===== src/rtl/core/pf_pkg.sv =====
// pf_pkg: shared field widths for the prime factorizer
// no dependencies; compiled first
`default_nettype none

package pf_pkg;

   // fixed widths of the item fields
   localparam int VALUE_W  = 32;
   localparam int FACTOR_W = 32;

endpackage : pf_pkg

`default_nettype wire


===== src/rtl/core/pf_if.sv =====
// pf_req_if / pf_rsp_if: valid-ready channels of the prime factorizer
// depends on pf_pkg for the field widths
`default_nettype none

interface pf_req_if;
   import pf_pkg::*;

   logic               valid;
   logic               ready;
   logic [VALUE_W-1:0] value;

   modport source (output valid, output value, input ready);
   modport sink   (input valid, input value, output ready);
endinterface : pf_req_if

interface pf_rsp_if;
   import pf_pkg::*;

   logic                valid;
   logic                ready;
   logic [FACTOR_W-1:0] factor;
   logic                last;
   logic                empty_res;

   modport source (output valid, output factor, output last, output empty_res, input ready);
   modport sink   (input valid, input factor, input last, input empty_res, output ready);
endinterface : pf_rsp_if

`default_nettype wire


===== src/rtl/core/prime_factorizer.sv =====
// prime_factorizer: trial-division factorization with a bit-serial divider
// depends on pf_pkg and the pf_req_if / pf_rsp_if interfaces
// division: each trial division shifts out one quotient bit per cycle, then
//   decides in ST_CHECK; QW = min(VALUE_BITS, 32)
// throughput: one item at a time; the next item is taken once the last
//   result of the previous one has been loaded into the output register
// reset: synchronous, active high; clears the sequencer and the output valid
`default_nettype none

module prime_factorizer #(
   parameter int VALUE_BITS = 32
) (
   input  wire     clock,
   input  wire     reset,
   pf_req_if.sink   req_if,
   pf_rsp_if.source rsp_if
);
   import pf_pkg::*;

   // working width of the quotient and of the trial divisor
   localparam int QW = (VALUE_BITS < VALUE_W) ? VALUE_BITS : VALUE_W;
   localparam int DW = QW / 2 + 1;
   localparam int CW = $clog2(QW);

   typedef enum logic [1:0] {
      ST_IDLE,
      ST_START,
      ST_DIV,
      ST_CHECK
   } state_type;

   state_type           st_ff, st_in;
   logic [QW-1:0]       q_ff, q_in;       // remaining quotient
   logic [DW-1:0]       d_ff, d_in;       // trial divisor
   logic [QW-1:0]       work_ff, work_in; // dividend shifts out, quotient shifts in
   logic [DW-1:0]       rem_ff, rem_in;   // partial remainder, below d during a division
   logic [CW-1:0]       cnt_ff, cnt_in;   // quotient bits still to go, less one

   logic                rsp_valid_ff, rsp_valid_in;
   logic [FACTOR_W-1:0] factor_ff, factor_in;
   logic                last_ff, last_in;
   logic                empty_ff, empty_in;

   logic                slot_free;
   logic [DW:0]         trial;            // remainder with next dividend bit shifted in
   logic [DW+1:0]       diff;
   logic                fits;
   logic [QW-1:0]       d_wide;

   assign slot_free = !rsp_valid_ff || rsp_if.ready;

   // one restoring-division step: try subtracting d from the shifted remainder
   assign trial  = {rem_ff, work_ff[QW-1]};
   assign diff   = {1'b0, trial} - {2'b00, d_ff};
   assign fits   = !diff[DW+1];
   assign d_wide = {{(QW-DW){1'b0}}, d_ff};

   always_comb begin
      st_in        = st_ff;
      q_in         = q_ff;
      d_in         = d_ff;
      work_in      = work_ff;
      rem_in       = rem_ff;
      cnt_in       = cnt_ff;
      rsp_valid_in = rsp_valid_ff && !rsp_if.ready;
      factor_in    = factor_ff;
      last_in      = last_ff;
      empty_in     = empty_ff;

      case (st_ff)
         ST_IDLE: begin
            if (req_if.valid) begin
               q_in  = req_if.value[QW-1:0];
               d_in  = DW'(2);
               st_in = ST_START;
            end
         end

         ST_START: begin
            if (q_ff < QW'(2)) begin
               // zero or one: a single empty item
               if (slot_free) begin
                  rsp_valid_in = 1'b1;
                  factor_in    = '0;
                  last_in      = 1'b1;
                  empty_in     = 1'b1;
                  st_in        = ST_IDLE;
               end
            end else begin
               work_in = q_ff;
               rem_in  = '0;
               cnt_in  = CW'(QW - 1);
               st_in   = ST_DIV;
            end
         end

         ST_DIV: begin
            work_in = {work_ff[QW-2:0], fits};
            rem_in  = fits ? diff[DW-1:0] : trial[DW-1:0];
            if (cnt_ff == '0) begin
               st_in = ST_CHECK;
            end else begin
               cnt_in = cnt_ff - CW'(1);
            end
         end

         ST_CHECK: begin
            if (work_ff < d_wide) begin
               // d*d exceeds q: what is left is prime and closes the list
               if (slot_free) begin
                  rsp_valid_in = 1'b1;
                  factor_in    = FACTOR_W'(q_ff);
                  last_in      = 1'b1;
                  empty_in     = 1'b0;
                  st_in        = ST_IDLE;
               end
            end else if (rem_ff == '0) begin
               // d divides evenly: emit it and keep dividing by the same d
               if (slot_free) begin
                  rsp_valid_in = 1'b1;
                  factor_in    = FACTOR_W'(d_ff);
                  last_in      = 1'b0;
                  empty_in     = 1'b0;
                  q_in         = work_ff;
                  rem_in       = '0;
                  cnt_in       = CW'(QW - 1);
                  st_in        = ST_DIV;
               end
            end else begin
               // no luck, move on to the next divisor
               d_in    = d_ff + DW'(1);
               work_in = q_ff;
               rem_in  = '0;
               cnt_in  = CW'(QW - 1);
               st_in   = ST_DIV;
            end
         end

         default: begin
            st_in = ST_IDLE;
         end
      endcase
   end

   always_ff @(posedge clock) begin
      if (reset) begin
         st_ff        <= ST_IDLE;
         rsp_valid_ff <= 1'b0;
         d_ff         <= DW'(2);
      end else begin
         st_ff        <= st_in;
         rsp_valid_ff <= rsp_valid_in;
         d_ff         <= d_in;
      end
      q_ff      <= q_in;
      work_ff   <= work_in;
      rem_ff    <= rem_in;
      cnt_ff    <= cnt_in;
      factor_ff <= factor_in;
      last_ff   <= last_in;
      empty_ff  <= empty_in;
   end

   assign req_if.ready     = (st_ff == ST_IDLE);
   assign rsp_if.valid     = rsp_valid_ff;
   assign rsp_if.factor    = factor_ff;
   assign rsp_if.last      = last_ff;
   assign rsp_if.empty_res = empty_ff;

   // trial divisor never drops below two
   a_div_min: assert property (@(posedge clock) disable iff (reset)
      d_ff >= DW'(2))
      else $error("trial divisor below two");

   // an empty item is always the only one and carries a zero factor
   a_empty_fmt: assert property (@(posedge clock) disable iff (reset)
      rsp_valid_ff && empty_ff |-> last_ff && (factor_ff == '0))
      else $error("malformed empty item");

   // a real factor is at least two
   a_factor_min: assert property (@(posedge clock) disable iff (reset)
      rsp_valid_ff && !empty_ff |-> factor_ff >= FACTOR_W'(2))
      else $error("factor below two");

   // the quotient holds still while a division runs
   a_q_hold: assert property (@(posedge clock) disable iff (reset)
      (st_ff == ST_DIV) |=> $stable(q_ff))
      else $error("quotient changed during division");

   // partial remainder stays below the divisor
   a_rem_range: assert property (@(posedge clock) disable iff (reset)
      (st_ff == ST_DIV) || (st_ff == ST_CHECK) |-> rem_ff < d_ff)
      else $error("remainder out of range");

endmodule : prime_factorizer

`default_nettype wire

===== src/flat_wrapper.sv =====
// flat-port wrapper written by rule: the top's interface ports become plain ports
module prime_factorizer_flat import pf_pkg::*;
#(
   parameter int VALUE_BITS = 32
)
  (clock, reset, req_if_valid, req_if_value, req_if_ready, rsp_if_valid, rsp_if_factor, rsp_if_last, rsp_if_empty_res, rsp_if_ready);
  pf_req_if req_if_i ();
  pf_rsp_if rsp_if_i ();
  input  wire clock;
  input  wire reset;
  input wire logic [$bits(req_if_i.valid)-1:0] req_if_valid;
  input wire logic [$bits(req_if_i.value)-1:0] req_if_value;
  output wire logic [$bits(req_if_i.ready)-1:0] req_if_ready;
  output wire logic [$bits(rsp_if_i.valid)-1:0] rsp_if_valid;
  output wire logic [$bits(rsp_if_i.factor)-1:0] rsp_if_factor;
  output wire logic [$bits(rsp_if_i.last)-1:0] rsp_if_last;
  output wire logic [$bits(rsp_if_i.empty_res)-1:0] rsp_if_empty_res;
  input wire logic [$bits(rsp_if_i.ready)-1:0] rsp_if_ready;
  assign req_if_i.valid = req_if_valid;
  assign req_if_i.value = req_if_value;
  assign req_if_ready = req_if_i.ready;
  assign rsp_if_valid = rsp_if_i.valid;
  assign rsp_if_factor = rsp_if_i.factor;
  assign rsp_if_last = rsp_if_i.last;
  assign rsp_if_empty_res = rsp_if_i.empty_res;
  assign rsp_if_i.ready = rsp_if_ready;
  prime_factorizer #(.VALUE_BITS(VALUE_BITS)) u_core (.clock(clock), .reset(reset), .req_if(req_if_i), .rsp_if(rsp_if_i));
endmodule

===== config.mk =====
export PLATFORM = sky130hd
export DESIGN_NAME = prime_factorizer_flat
export DESIGN_NICKNAME = d
export VERILOG_FILES = /design/src/rtl/core/pf_pkg.sv /design/src/rtl/core/pf_if.sv /design/src/rtl/core/prime_factorizer.sv /design/src/flat_wrapper.sv
export SDC_FILE = /design/constraint.sdc
export NUM_CORES = 1
export LEC_CHECK = 0
export BUFFER_PORTS_ARGS = -buffer_cell sky130_fd_sc_hd__buf_4
export CAP_MARGIN = 20
export CORE_AREA = 2 2 151 153
export DETAILED_ROUTE_END_ITERATION = 8
export DIE_AREA = 0 0 153 155
export GPL_ROUTABILITY_DRIVEN = 0
export HOLD_SLACK_MARGIN = 0.08
export SYNTH_ARGS = -nofsm -noshare
export SYNTH_HDL_FRONTEND = slang
export SYNTH_SLANG_ARGS = --single-unit
export TNS_END_PERCENT = 10

===== constraint.sdc =====
create_clock -name clock -period 5.8 [get_ports clock]
set_input_delay 0.29 -clock clock [delete_from_list [all_inputs] [get_ports clock]]
set_output_delay 0.29 -clock clock [all_outputs]
set_load 0.02 [all_outputs]

==> impl_metrics.tcl, run 1 <==
set metrics [dict create \
    hp-class "in2reg" \
    worst_path_max_delay_cell "o21a_1" \
    yosys.cell_types.count 59 \
    routedWlPerCell_um 17.87 \
    synthCells 708 \
    areaGrowthSynthToFinish_pct 19.12 \
    synth_edf_count 120 \
    grt_start_max_net_pins 53 \
    core_area_um2 22230 \
    cts_root_buf "clkbuf_16" \
    yosysSeqAreaShare_pct 52.83 \
    drtPass1Iterations 5 \
    routed_wl_um 19300 \
    setup_violations 0 \
    rr_startpoint "u_core.d_ff[9]$_SDFFE_PP0P_" \
    grt_overflow 0 \
    grt_pass1_vias 5533 \
    num_vias 5599 \
    yosysMostFrequentCell "nand2_1" \
    io_buffers 71 \
    whs_path_depth 2 \
    max-cap-violations 0 \
    hold_buffers 1 \
    die-height_um 155 \
    drive_gt1_share_pct 20.00 \
    r2r-end "u_core.rsp_if.factor[8]$_SDFFCE_PN0P_" \
    syn_nets 780 \
    worst_clock_skew_ns 0.01096 \
    clk_pin_slew_ns 0.06 \
    top_layer "met4" \
    worstSetupStartpointType "register" \
    antenna_found_initial 0 \
    final_core_util_pct 40.61 \
    initialDrtViolationCount 475 \
    status "complete, no violations" \
    criticalPathCategory "reg2reg" \
    boundaryPins 72 \
    cts_sinks 140 \
    cp_max_fo 18 \
    setup_ws_ns 2.095 \
    dieArea_um2 23720 \
    critical_path.cell_chain "inv_1 > ha_1 > a21o_1 > a211o_1 > a211o_1 > a21oi_4 > o2111ai_1 > o311ai_1 > o21a_1 > o21a_1 > buf_4" \
    start_util_pct 34.10 \
    pre_cts_ws_ns 2.041 \
    cp_data_arrival_time_ns 3.80 \
    syn_area_per_cell_um2 10.70 \
    holdPathEnd "u_core.q_ff[4]$_DFFE_PP_" \
    cp_data_required_time_ns 5.90 \
    cp_num_buf_inv 2 \
    post-cts-setup-buffers 0 \
    worst_slew_pin_slew_ns 0.9780 \
    ant_nets 0 \
    cts_tree "yes" \
    r2r_cells 11 \
    finalCritPeriodShare_pct 63.88 \
    met3_length_um 801 \
    finalCriticalPeriod_ns 3.705 \
    max_freq_mhz 269.9 \
    insertedDiodeCount 0 \
    synth_flop_cell "edfxtp_1" \
    powerDensity_nw_per_um2 286.3 \
    synth_top_area_share_pct 47.55 \
    slew_headroom_pct 34.68 \
    drc 0 \
    synth_area_leader_cell "edfxtp_1" \
    rsz0062_at_grt "false" \
    viasPerCell 5.184 \
    worst_path_largest_cell_delay_ns 0.55 \
    nNetsFinal 854 \
    rows 55 \
    synthArstFlopShare_pct 0 \
    ys_ff_latch 140 \
    ctsResizeCount 0 \
    dp_hpwl_um 13830 \
    chipWidth_um 153 \
    grtUsageTotal_pct 16.73 \
    ir_drop_mv 0.1819 \
    finalHoldViolCount 0 \
    grt_pass1_wl_um 30890 \
    wl_met1_um 8959 \
    synth_area_leaders "edfxtp_1, nand2_1, ha_1" \
    fillers 2147 \
    cpLargestDelayFamily "compound AO/OA/AOI/OAI gates" \
    clk_path_buf_depth 2 \
    yosysWarningCount 0 \
    synth_commonest_cells "nand2_1, edfxtp_1, nor2_1, ha_1, mux2_2" \
    min_from "req_if_value[4]" \
    clk_latency_ns 0.42 \
    crit_path_end_kind "register" \
    reg2reg_slack_ns 2.10 \
    p_leak_nw 3.158 \
    wl_met2_um 9313 \
    fin_tns_setup_ns 0 \
    worstSetupStartpoint "u_core.d_ff[9]$_SDFFE_PP0P_" \
    numCtsBuffers 17 \
    slew_viol_final 0 \
    h-tree-depth 4 \
    syn-cell-area_um2 7579 \
]
-- metrics by stage --
stage	cells	instance area, um^2	total power, mW	hold WS (ns)
2_1_floorplan	708	7579	1.426	0.3591
3_3_place_gp	1047	8443	1.533	0.4784
3_5_place_dp	1047	8443	1.536	0.4929
4_1_cts	1080	9027	2.610	0.1498
5_1_grt	1080	9027	2.689	0.1486
6_report	1080	9027	2.585	0.1677
-- final cells by class --
| type | instances | area (um^2) | area share, % |
|---|---|---|---|
| Clock buffer | 18 | 429.2 | 4.754 |
| Inverter | 25 | 93.84 | 1.040 |
| Timing Repair Buffer | 81 | 610.6 | 6.764 |
| Sequential cell | 140 | 4004 | 44.35 |
| Clock inverter | 14 | 145.1 | 1.608 |
| Tap cell | 285 | 356.6 | 3.950 |
| Multi-Input combinational cell | 517 | 3388 | 37.53 |
-- worst max-delay path by stage --
stage	to	slack, ns	depth (start not counted)
global route	u_core.rsp_if.factor[8]$_SDFFCE_PN0P_	1.82	11
global placement	u_core.rsp_if.factor[3]$_SDFFCE_PN0P_	2.12	11
finish	u_core.rsp_if.factor[8]$_SDFFCE_PN0P_	2.10	11
floorplan	u_core.q_ff[0]$_DFFE_PP_	1.13	10
CTS	u_core.rsp_if.factor[8]$_SDFFCE_PN0P_	2.02	11
detailed placement	u_core.rsp_if.factor[4]$_SDFFCE_PN0P_	2.04	11
-- cell usage in the layout, fill, tap and decap left out, types with 13 or more instances in the layout --
cell type / n
a21oi_1: 28
edfxtp_1: 120
nor4_1: 13
inv_1: 25
nand3_1: 14
buf_4: 80
nand2_1: 124
clkbuf_16: 17
ha_1: 35
mux2i_1: 28
nor2_1: 64
mux2_2: 32
o21ai_0: 22
dfxtp_1: 20
or3_1: 13
and2_1: 19
-- logic make-up (layout without fill, tap and decap cells) --
kind of cell    Yosys count  count (layout)  synth area share, %
compound gates          118             118                10.47
flops                   140             140                52.83
xor+xnor                 10              10                1.156
buf+inv                  51             138                2.906
simple gates            293             293                18.14
fa+ha+maj                36              36                6.043
mux                      60              60                8.453
-- registers in the layout, indices dropped and copies added, names as in the netlist --
signal and count:
u_core.rsp_if.valid 1, u_core.d_ff 17, u_core.rem_ff 17, u_core.q_ff 32
u_core.rsp_if.last 1, u_core.st_ff 2, u_core.work_ff 32, u_core.rsp_if.factor 32
u_core.cnt_ff 5, u_core.rsp_if.empty_res 1
-- where the power goes --
group          switching (mW)  total (mW)  internal [mW]
Sequential             0.0519        1.22           1.16
Combinational           0.179       0.302          0.123
Clock                   0.435        1.07          0.632
-- metal layers --
metal  global-route usage (%)  vias to the layer above
met5                        0                        -
met4                    4.674                        0
met2                    27.31                      138
met1                    22.74                     2710
met3                    3.398                       14
li1                         -                     2737
Note: power is estimated with default switching activity, not from simulation.
==> run 2: changes to the inputs <==
==> constraint.sdc (replaced) <==
create_clock -name clock -period 3.8 [get_ports clock]
set_input_delay 0.19 -clock clock [delete_from_list [all_inputs] [get_ports clock]]
set_output_delay 0.19 -clock clock [all_outputs]
set_load 0.02 [all_outputs]
==> run 2 against run 1 <==
  * Core utilization rose by 1.5 points
  * Combinational power rose by 59%
  * Cell count rose by 2.9%
  * Die area did not move
  * Count of clock-buffer cells in the layout rose by 7
  * Design area rose by 3.7%
  * First-iteration DRC count rose by 11%
  * Non-clock buffer count rose by 31
  * Wire length rose by 0.25%
  * Critical path type unchanged
  * Via count rose by 3.4%
  * Largest power group unchanged
  * Largest cell class unchanged
  * Total power rose by 56%
==> impl_metrics.tcl, run 2 (synthesis results as in run 1) <==
set metrics [dict create \
    cp_max_fo 19 \
    initialDrtViolationCount 525 \
    num_vias 5788 \
    grt_use_met2_pct 25.58 \
    core_area_um2 22230 \
    rows 55 \
    grtUsageMet1_pct 23.46 \
    crit_path_end "u_core.rsp_if.factor[3]$_SDFFCE_PN0P_" \
    crit_path_end_kind "register" \
    areaGrowthSynthToFinish_pct 23.49 \
    critical_path.cell_chain "inv_1 > ha_1 > a21o_1 > a211o_1 > a211o_1 > a21oi_4 > o2111ai_1 > o311ai_1 > o21a_1 > o21a_1 > buf_4" \
    h-tree-depth 4 \
    antenna_found_initial 0 \
    final_core_util_pct 42.11 \
    multi_input_area_um2 3388 \
    max-cap-violations 0 \
    rsz0062_at_grt "false" \
    reg2reg_slack_ns 0.60 \
    final_common_cell "nand2_1" \
    drc 0 \
    worstSetupStartpoint "u_core.d_ff[9]$_SDFFE_PP0P_" \
    routed_wl_um 19350 \
    path_depth 11 \
    routedWlPerCell_um 17.42 \
    grt_pass1_vias 5491 \
    worstSetupStartpointType "register" \
    clk_latency_ns 0.42 \
    stdcell_area_um2 9359 \
    cp_data_required_time_ns 3.90 \
    hp-class "in2reg" \
    cts_tree "yes" \
    dp.cells 1053 \
    dp_hpwl_um 14020 \
    p_sw_share_pct 23.75 \
    cpLargestDelayFamily "compound AO/OA/AOI/OAI gates" \
    ff_latch_area_um2 4004 \
    p_int_mw 3.069 \
    clk_pin_slew_ns 0.06 \
    setup_violations 0 \
    worst_clock_skew_ns 0.01108 \
    insertedDiodeCount 0 \
    slew_headroom_pct 51.33 \
    max_freq_mhz 312.8 \
    setup_ws_ns 0.6028 \
    start_util_pct 34.10 \
    die-height_um 155 \
    cts_sinks 140 \
    placed_cell_area_um2 8501 \
    hold-worst-slack_ns 0.07870 \
    grt_start_max_net_pins 35 \
    r2r_cells 11 \
    clockPowerShare_pct 41.7 \
    rr_startpoint "u_core.d_ff[9]$_SDFFE_PP0P_" \
    viasPerCell 5.210 \
    post-cts-setup-buffers 0 \
    chipWidth_um 153 \
    r2r-end "u_core.rsp_if.factor[3]$_SDFFCE_PN0P_" \
    clk_path_buf_depth 2 \
    worst_path_largest_cell_delay_ns 0.40 \
    drive_gt1_share_pct 19.61 \
    power.total_mw 4.025 \
    p_seq_share_pct 46.4 \
    grtUsageTotal_pct 16.39 \
    numCtsBuffers 17 \
    worst_path_max_delay_cell "dfxtp_1" \
    p_switching_mw 0.9561 \
    cts_root_buf "clkbuf_16" \
    fillers 2137 \
    status "complete, no violations" \
    grt-busiest-layer "met2" \
    layout_common_cells "nand2_1, edfxtp_1, buf_4" \
    drtPass1Iterations 5 \
    dieArea_um2 23720 \
    powerDensity_nw_per_um2 430.1 \
    nNetsFinal 885 \
    boundaryPins 72 \
    met3_usage_pct 2.563 \
    finalCritPeriodShare_pct 84.14 \
    criticalPathCategory "reg2reg" \
    ir_drop_mv 0.2649 \
    instances_no_fill 1111 \
    fin_tns_setup_ns 0 \
    p_leak_nw 3.324 \
    ant_nets 0 \
    finalCriticalPeriod_ns 3.197 \
    worst_slew_pin_slew_ns 0.7116 \
    grt_overflow 0 \
    io_buffers 71 \
    slew_viol_final 0 \
    cp_num_buf_inv 2 \
    finalHoldViolCount 0 \
    p_comb_share_pct 11.9 \
    cp_data_arrival_time_ns 3.30 \
    pre_cts_ws_ns 0.6279 \
    grt_pass1_wl_um 30390 \
]
==> run 2: area by class of cell <==
class | count | area share, %
multi-input cells | 517 | 36.20
inverters | 25 | 1.003
well taps | 285 | 3.810
flip-flops and latches | 140 | 42.78
clock inverters | 7 | 1.203
clock buffers | 25 | 5.187
repair buffers | 112 | 9.813
==> run 2: power by group through the flow <==
| stage | logic, mW | clock network [mW] | registers, mW |
|---|---|---|---|
| after floorplan | 0.326 | 0 | 1.85 |
| after global routing | 0.534 | 1.77 | 1.87 |
| after detailed placement | 0.455 | 0 | 1.89 |
| after global placement | 0.451 | 0 | 1.90 |
| after CTS | 0.479 | 1.71 | 1.86 |
| final | 0.480 | 1.68 | 1.87 |
==> run 2: worst min-delay path by stage <==
| stage | start | to | depth (start not counted) |
|---|---|---|---|
| floorplan | reset | u_core.d_ff[0]$_SDFFE_PP0P_ | 1 |
| global placement | reset | u_core.d_ff[0]$_SDFFE_PP0P_ | 2 |
| detailed placement | reset | u_core.rsp_if.valid$_SDFF_PP0_ | 2 |
| CTS | req_if_value[30] | u_core.q_ff[30]$_DFFE_PP_ | 2 |
| global route | req_if_value[29] | u_core.q_ff[29]$_DFFE_PP_ | 2 |
| finish | req_if_value[31] | u_core.q_ff[31]$_DFFE_PP_ | 3 |
==> run 2: per-layer routing <==
metal  up-vias  wire (um)
met5         -          0
li1       2801          -
met4         0        380
met2       156       8789
met3        23        815
met1      2808       9366
==> run 2: what timing repair did <==
item                                    CTS  global route
gates resized for setup                   0             0
hold buffers                             26             0
endpoints found under the setup margin    0             0
hold endpoints to repair                 29             0
==> run 2: worst register-to-register path, cell delays in order, from the launching register on <==
cell,delay (ns)
dfxtp_1,0.40
inv_1,0.10
ha_1,0.30
a21o_1,0.16
a211o_1,0.30
a211o_1,0.31
a21oi_4,0.23
o2111ai_1,0.19
o311ai_1,0.25
o21a_1,0.22
o21a_1,0.14
buf_4,0.27
